<file path="src/hdl/stal_pkg.sv">
// ----------------------------------------------------------------------------
// stal_pkg
// Types and constants of the slot table: table geometry, request and
// response transfers, status codes and the RAM port bundle.
// ----------------------------------------------------------------------------
`default_nettype none

package stal_pkg;

	localparam int TABLE_DEPTH = 64;
	localparam int ID_BITS     = 16;

	localparam int IDX_W = (TABLE_DEPTH > 1) ? $clog2(TABLE_DEPTH) : 1;
	localparam int CNT_W = $clog2(TABLE_DEPTH + 1);
	localparam int CMP_W = (ID_BITS > 16) ? ID_BITS : 16;

	localparam logic REQ_ADMIT  = 1'b0;
	localparam logic REQ_LOOKUP = 1'b1;

	localparam logic [1:0] RES_OK        = 2'd0;
	localparam logic [1:0] RES_FULL      = 2'd1;
	localparam logic [1:0] RES_NOT_FOUND = 2'd2;
	localparam logic [1:0] RES_EXHAUSTED = 2'd3;

	typedef struct packed {
		logic        req_type;
		logic [15:0] vehicle_id;
		logic [15:0] search_id;
	} req_item_t;

	typedef struct packed {
		logic [1:0]  status;
		logic [5:0]  slot_index;
		logic [15:0] assigned_id;
	} rsp_item_t;

	typedef struct packed {
		logic [ID_BITS-1:0] id;
		logic [15:0]        vehicle;
	} entry_t;

	typedef struct packed {
		logic             wr_en;
		logic [IDX_W-1:0] wr_addr;
		entry_t           wr_data;
		logic [IDX_W-1:0] rd_addr;
	} ram_req_t;

endpackage

`default_nettype wire

</file>
<file path="src/hdl/slot_table_admit_and_lookup.sv">
// ----------------------------------------------------------------------------
// slot_table_admit_and_lookup
// Slot table with first-free admission and lookup by admission id.
//
// Request channel req (req_valid/req_ready) carries an admit or a lookup;
// response channel rsp (rsp_valid/rsp_ready) returns one result per request.
// Slots fill in order, so a fill count marks the free slot and the valid
// range of the entry RAM; no clearing pass runs after reset.
// Admit: the result is registered in the engine, then in the output register.
// Lookup: the engine scans the filled slots of the entry RAM, one per cycle
// from slot 0, and stops at the first match or the last filled slot; with an
// empty table it skips the scan. The result then goes to the output register.
// One request is in work at a time; req_ready rises again once its result
// moves into the output register.
// Reset empties the table, clears the highest id and drops any pending result.
// When the receiver stalls, the output register holds its result and one more
// request may be taken and worked; its result waits until the register frees.
// ----------------------------------------------------------------------------
`default_nettype none

module slot_table_admit_and_lookup import stal_pkg::*; (
	input  wire logic      clk,
	input  wire logic      arst_n,
	input  wire logic      req_valid,
	output logic           req_ready,
	input  wire req_item_t req,
	output logic           rsp_valid,
	input  wire logic      rsp_ready,
	output rsp_item_t      rsp
);

	ram_req_t  ram;
	entry_t    rd_data;
	rsp_item_t res;
	logic      res_valid;
	logic      res_ready;
	logic      rsp_valid_q;
	rsp_item_t rsp_q;

	stal_engine u_engine (
		.clk       (clk),
		.arst_n    (arst_n),
		.req       (req),
		.req_valid (req_valid),
		.req_ready (req_ready),
		.ram       (ram),
		.rd_data   (rd_data),
		.res       (res),
		.res_valid (res_valid),
		.res_ready (res_ready)
	);

	stal_ram u_ram (
		.clk     (clk),
		.ram     (ram),
		.rd_data (rd_data)
	);

	assign res_ready = !rsp_valid_q || rsp_ready;
	assign rsp_valid = rsp_valid_q;
	assign rsp       = rsp_q;

	always_ff @(posedge clk or negedge arst_n) begin
		if (!arst_n) begin
			rsp_valid_q <= 1'b0;
		end else if (res_valid && res_ready) begin
			rsp_valid_q <= 1'b1;
		end else if (rsp_ready) begin
			rsp_valid_q <= 1'b0;
		end
	end

	always_ff @(posedge clk) begin
		if (res_valid && res_ready) begin
			rsp_q <= res;
		end
	end

endmodule

`default_nettype wire

</file>
<file path="src/hdl/stal_ram.sv">
// ----------------------------------------------------------------------------
// stal_ram
// Slot entry memory: one write port, one read port, registered read data.
// ----------------------------------------------------------------------------
`default_nettype none

module stal_ram import stal_pkg::*; (
	input  wire logic     clk,
	input  wire ram_req_t ram,
	output entry_t        rd_data
);

	entry_t mem [TABLE_DEPTH];

	always_ff @(posedge clk) begin
		if (ram.wr_en) begin
			mem[ram.wr_addr] <= ram.wr_data;
		end
		rd_data <= mem[ram.rd_addr];
	end

endmodule

`default_nettype wire

</file>
<file path="src/hdl/stal_engine.sv">
// ----------------------------------------------------------------------------
// stal_engine
// Request sequencer: admits into the next slot of the fill count and scans
// the filled slots one per cycle for a lookup.
// ----------------------------------------------------------------------------
`default_nettype none

module stal_engine import stal_pkg::*; (
	input  wire logic      clk,
	input  wire logic      arst_n,
	input  wire req_item_t req,
	input  wire logic      req_valid,
	output logic           req_ready,
	output ram_req_t       ram,
	input  wire entry_t    rd_data,
	output rsp_item_t      res,
	output logic           res_valid,
	input  wire logic      res_ready
);

	typedef enum logic [2:0] {
		S_IDLE = 3'b001,
		S_SCAN = 3'b010,
		S_EMIT = 3'b100
	} state_t;

	state_t             state_q;
	logic [CNT_W-1:0]   count_q;
	logic [ID_BITS-1:0] highest_q;
	logic [IDX_W-1:0]   ptr_q;
	logic [CMP_W-1:0]   key_q;
	rsp_item_t          res_q;

	logic               acc;
	logic               full;
	logic               exhausted;
	logic               admit_ok;
	logic               last;
	logic               hit;
	logic [ID_BITS-1:0] new_id;

	always_comb begin
		req_ready = (state_q == S_IDLE);
		acc       = req_valid && req_ready;
		full      = (count_q == CNT_W'(TABLE_DEPTH));
		exhausted = (highest_q == '1);
		new_id    = highest_q + 1'b1;
		admit_ok  = acc && (req.req_type == REQ_ADMIT) && !full && !exhausted;
		last      = (ptr_q == IDX_W'(count_q - 1'b1));
		hit       = (CMP_W'(rd_data.id) == key_q);

		ram.wr_en   = admit_ok;
		ram.wr_addr = IDX_W'(count_q);
		ram.wr_data = '{id: new_id, vehicle: req.vehicle_id};
		ram.rd_addr = (state_q == S_IDLE) ? '0 : ptr_q + 1'b1;

		res       = res_q;
		res_valid = (state_q == S_EMIT);
	end

	always_ff @(posedge clk or negedge arst_n) begin
		if (!arst_n) begin
			state_q   <= S_IDLE;
			count_q   <= '0;
			highest_q <= '0;
		end else begin
			case (state_q)
				S_IDLE: begin
					if (acc) begin
						if (req.req_type == REQ_ADMIT) begin
							state_q <= S_EMIT;
						end else if (count_q == '0) begin
							state_q <= S_EMIT;
						end else begin
							state_q <= S_SCAN;
						end
					end
					if (admit_ok) begin
						count_q   <= count_q + 1'b1;
						highest_q <= new_id;
					end
				end
				S_SCAN: begin
					if (hit || last) begin
						state_q <= S_EMIT;
					end
				end
				S_EMIT: begin
					if (res_ready) begin
						state_q <= S_IDLE;
					end
				end
				default: begin
					state_q <= S_IDLE;
				end
			endcase
		end
	end

	always_ff @(posedge clk) begin
		if (acc) begin
			key_q <= CMP_W'(req.search_id);
			ptr_q <= '0;
			if (req.req_type == REQ_LOOKUP) begin
				res_q <= '{status: RES_NOT_FOUND, slot_index: '0, assigned_id: '0};
			end else if (full) begin
				res_q <= '{status: RES_FULL, slot_index: '0, assigned_id: '0};
			end else if (exhausted) begin
				res_q <= '{status: RES_EXHAUSTED, slot_index: '0, assigned_id: '0};
			end else begin
				res_q <= '{status: RES_OK, slot_index: 6'(count_q),
					assigned_id: 16'(new_id)};
			end
		end else if (state_q == S_SCAN) begin
			if (hit) begin
				res_q <= '{status: RES_OK, slot_index: 6'(ptr_q),
					assigned_id: 16'(rd_data.id)};
			end else begin
				ptr_q <= ptr_q + 1'b1;
			end
		end
	end

endmodule

`default_nettype wire

</file>
<file path="config.mk">
export PLATFORM = sky130hd
export DESIGN_NAME = slot_table_admit_and_lookup
export DESIGN_NICKNAME = d
export VERILOG_FILES = /design/src/hdl/stal_pkg.sv /design/src/hdl/slot_table_admit_and_lookup.sv /design/src/hdl/stal_ram.sv /design/src/hdl/stal_engine.sv
export SDC_FILE = /design/constraint.sdc
export NUM_CORES = 1
export LEC_CHECK = 0
export BUFFER_PORTS_ARGS = -buffer_cell sky130_fd_sc_hd__buf_2
export CORE_MARGIN = 2
export CORE_UTILIZATION = 50
export DETAILED_ROUTE_END_ITERATION = 12
export GPL_TIMING_DRIVEN = 1
export PLACE_DENSITY = 0.66
export SLEW_MARGIN = 30
export SYNTH_ARGS = -nofsm -noshare
export SYNTH_HDL_FRONTEND = slang
export SYNTH_SLANG_ARGS = --single-unit
</file>
<file path="constraint.sdc">
create_clock -name clk -period 4.9 [get_ports clk]
set_input_delay 0.245 -clock clk [delete_from_list [all_inputs] [get_ports clk]]
set_output_delay 0.245 -clock clk [all_outputs]
set_load 0.02 [all_outputs]
</file>
==> Implementation_results.wiki <==
{| class="wikitable"
! Metric !! Value
|-
| Max layer used || met5
|-
| Post-cts resize count || 0
|-
| Number of diodes || 0
|-
| Power per cell area || 524.0 nW/um2
|-
| Number of buffer and inverter stages on the critical path || 3
|-
| Most common library cells after synthesis || sky130_fd_sc_hd__edfxtp_1 (1088), sky130_fd_sc_hd__nand2_1 (292), sky130_fd_sc_hd__mux2i_1 (142)
|-
| Total wire length after detailed routing || 119700 um
|-
| Biggest cell delay along the critical path || 0.59 ns
|-
| Unrepaired setup endpoints after global routing || no
|-
| Number of global-route vias before repair || 26245
|-
| Switching power as a share of total power || 0.3181
|-
| Placer's final routability congestion estimate || 0.8980
|-
| CTS HTree Levels || 3
|-
| Int Power || 18.33 mW
|-
| Overall global routing resource usage || 0.2553
|-
| Relative slew margins || 0.3135
|-
| Final layout net count || 3042
|-
| CP Max Fanout || 25
|-
| Kind of start point of the critical path || flop
|-
| Power dissipated by switching net loads || 8.549 mW
|-
| Global-route wire length before repair || 174500 um
|-
| Synth cell types || 75
|-
| CTS tree || done
|-
| Antenna Violating Nets Remaining || 0
|-
| Insertion delay of the later-clocked pin in the worst-skew pair || 0.69 ns
|-
| Number of DRC violations after detailed routing || 0
|-
| Area of the mapped netlist || 45140 um2
|-
| Post-Route Setup TNS || 0 ns
|-
| Total of fill cells in the finished design || 6805
|-
| Final Slew Violations || 0
|-
| Peak Freq || 253.9 MHz
|-
| Final setup violation count || 0
|-
| Core ar. || 89740 um2
|-
| WL met3 || 12270 um
|-
| Post-synthesis instance total || 2865
|-
| Minimum clock period || 3.938 ns
|-
| Initial cell density of the core || 0.5031
|-
| Req. time, crit path || 5.25 ns
|-
| Mean Syn Cell Area || 15.76 um2
|-
| Max_cap viols || 0
|-
| Core occupancy in the finished layout || 0.5716
|-
| Logic depth of the worst register-to-register path || 10
|-
| Routed wire per std cell || 28.03 um
|-
| Result of the run || finished, final reports clean
|-
| Synth area leader || sky130_fd_sc_hd__edfxtp_1
|-
| Routed wl met2 || 55500 um
|-
| Cell with the largest stage delay on the worst path || sky130_fd_sc_hd__dfstp_2
|-
| Hold/Removal Path Class || primary input to asynchronous set/reset pin
|-
| Largest delay contributor family on the critical path || simple AND/OR/NAND/NOR gates
|-
| Root buffer cell || sky130_fd_sc_hd__clkbuf_16
|-
| Ratio of cells with drive above 1 in the final layout || 0.1516
|-
| Worst-case register-to-register setup slack || 0.96 ns
|-
| Die Span Y || 304.5 um
|-
| Standby leakage power || 17.15 nW
|-
| Number of buffers created by CTS || 111
|-
| DR vias/cell || 6.345
|-
| Share of total power in combinational logic || 0.249
|-
| Ordered cell list for the critical path || or3b_4, inv_2, nand2_4, clkinv_4, o311a_4, nand2_2, nor2_2, nand2_1, nor2_1, buf_4
|-
| Number of synthesis warnings || 0
|-
| Number of vias after detailed routing || 27093
|-
| Share of power burned in the clock network || 0.313
|-
| Arrival time of the worst setup path || 4.29 ns
|-
| Most used flip-flop cell after synthesis || sky130_fd_sc_hd__edfxtp_1
|-
| Classification of the worst setup path || flop to flop
|-
| Post-CTS setup buffer count || 0
|-
| Die Footprint || 92710 um2
|-
| Final Hold Fails || 0
|-
| Signed area change from the synthesized netlist to the final layout || 13.62%
|-
| Width of the die || 304.5 um
|-
| Num rows || 110
|-
| DR iter-0 viols || 3539
|-
| CP Capture Type || flop
|-
| I/O pin total || 63
|-
| First-pass iteration count of the detailed router || 5
|-
| Clock transition time at the flip-flop clock pins of the worst setup and hold paths || 0.06 ns
|-
| Area share of the largest cell type after synthesis || 0.7237
|-
| Cell types occupying the most area after synthesis || sky130_fd_sc_hd__edfxtp_1 (72%), sky130_fd_sc_hd__mux2i_1 (3.1%), sky130_fd_sc_hd__mux4_2 (2.4%)
|-
| Number of enable-type register cells in the synthesized netlist || 1088
|-
| Antenna violations before repair || 5
|-
| Fin crit share || 0.8037
|-
| Total routed wire length on the met1 layer || 46860 um
|-
| DP HPWL || 69640 um
|-
| Port Buffer Count || 46
|-
| Sequential cell fraction of total power || 0.438
|-
| Pin count of the biggest net entering global routing || 97
|-
| Total stage count of the critical path || 10
|-
| Sequential share of the synthesized area || 0.7485
|-
| Clock Path Buffers || 3
|-
| Remaining Overflow, GRT || 0
|-
| Synthesized Nets || 2907
|-
| CTS sink count || 1137
|-
| Most frequent cell after synthesis || sky130_fd_sc_hd__edfxtp_1
|-
| Skew final || 0.02564 ns
|-
| Number of synthesized register bits || 1137
|-
| Async S/R FF share, synth || 0.02375
|-
| Worst voltage drop across the vdd grid || 529.8 uV
|-
| Actual transition at the worst max-transition pin || 1.004 ns
|}
cell families (layout without fill, tap and decap cells):
| kind of cell | Yosys count | after routing | synth area share |
|---|---|---|---|
| buffers and inverters | 210 | 439 | 0.02237 |
| adder cells (fa/ha/maj) | 5 | 5 | 0.001386 |
| multiplexers | 199 | 199 | 0.05793 |
| flip-flops | 1137 | 1137 | 0.7485 |
| AO/OA/AOI/OAI | 580 | 580 | 0.09002 |
| AND/OR/NAND/NOR | 663 | 663 | 0.06574 |
| XOR/XNOR | 71 | 71 | 0.01411 |
metrics by stage:
| stage | power, mW | instance area (um2) | instances | hold WS, ns | setup slack, ns |
|---|---|---|---|---|---|
| 4_1_cts | 26.84 | 51230 | 4268 | 0.1333 | 1.007 |
| 3_3_place_gp | 18.34 | 47430 | 4041 | 0.2985 | 1.128 |
| 6_report | 26.88 | 51290 | 4270 | 0.1350 | 0.9617 |
| 3_5_place_dp | 18.51 | 47440 | 4041 | 0.3198 | 1.027 |
| 2_1_floorplan | 16.10 | 45140 | 2865 | -0.05059 | 0.8465 |
| 5_1_grt | 27.71 | 51290 | 4270 | 0.2000 | 0.8377 |
area by class of cell:
type / instances / area (um2) / share of cell area
clock buffer: 142 / 2989 / 0.05827
clock inverter: 65 / 608.1 / 0.01185
inverter: 18 / 73.82 / 0.001439
multi-input combinational: 1518 / 10670 / 0.2079
sequential: 1137 / 33790 / 0.6588
tap: 1176 / 1471 / 0.02869
timing repair buffer: 214 / 1694 / 0.03303
placed cells by master, fill, tap and decap left out, types with 18 or more instances in the layout:
master,Yosys,routed
sky130_fd_sc_hd__a22oi_1,23,23
sky130_fd_sc_hd__or3_1,21,21
sky130_fd_sc_hd__o221ai_1,68,68
sky130_fd_sc_hd__buf_2,80,46
sky130_fd_sc_hd__nor2_1,126,122
sky130_fd_sc_hd__clkinv_2,0,23
sky130_fd_sc_hd__buf_4,13,137
sky130_fd_sc_hd__mux4_2,49,49
sky130_fd_sc_hd__xnor2_1,48,41
sky130_fd_sc_hd__mux2i_1,142,142
sky130_fd_sc_hd__o211ai_1,27,27
sky130_fd_sc_hd__edfxtp_1,1088,1088
sky130_fd_sc_hd__clkbuf_16,0,115
sky130_fd_sc_hd__nand2_1,292,291
sky130_fd_sc_hd__clkbuf_1,79,26
sky130_fd_sc_hd__o21ai_0,109,108
sky130_fd_sc_hd__dlygate4sd3_1,0,20
sky130_fd_sc_hd__nand3_1,128,128
sky130_fd_sc_hd__a21oi_1,109,108
sky130_fd_sc_hd__dfrtp_1,26,26
sky130_fd_sc_hd__and3_1,28,28
sky130_fd_sc_hd__a221oi_1,18,18
sky130_fd_sc_hd__clkinv_1,0,24
sky130_fd_sc_hd__a221o_1,33,33
sky130_fd_sc_hd__a22o_1,24,24
sky130_fd_sc_hd__dfxtp_1,22,21
sky130_fd_sc_hd__a31oi_1,57,57
flip-flops by register name, indices dropped and copies added (netlist names):
| register | cells |
|---|---|
| rsp_valid | 1 |
| u_engine.count_q | 7 |
| u_engine.res | 24 |
| u_ram.rd_data | 16 |
| u_engine.ptr_q | 6 |
| u_engine.key_q | 16 |
| rsp | 24 |
| u_engine.highest_q | 16 |
| u_engine.state_q | 3 |
| u_ram.mem | 1024 |
path summary, 6_finish.rpt:
path,start,endpoint
worst max-delay path,u_engine.state_q[0],u_ram.mem[0][20]
worst min-delay path,arst_n,u_engine.highest_q[10]
worst max register to register,u_engine.state_q[0],u_ram.mem[0][20]
worst min register to register,u_engine.res[23],rsp[23]
max in group asynchronous,arst_n,u_engine.highest_q[8]
min in group clk,req[13],u_engine.key_q[13]
layer usage:
| layer | vias up | global-route usage |
|---|---|---|
| li1 | 11559 | - |
| met2 | 1547 | 0.3984 |
| met5 | - | 0 |
| met4 | 4 | 0.1126 |
| met1 | 13727 | 0.3526 |
| met3 | 256 | 0.04868 |
power groups by stage:
stage          combinational, mW  clock [mW]  sequential [mW]
2_1_floorplan               4.26           0             11.8
6_report                    6.70        8.41             11.8
3_3_place_gp                6.40           0             11.9
5_1_grt                     7.05        8.88             11.8
4_1_cts                     6.59        8.50             11.8
3_5_place_dp                6.55           0             12.0
what timing repair did:
| item | 4_1_cts | 5_1_grt |
|---|---|---|
| setup endpoints to repair | 0 | 0 |
| endpoints found under the hold margin | 49 | 0 |
| hold buffers | 20 | 0 |
Note: power is estimated with default switching activity, not from simulation.
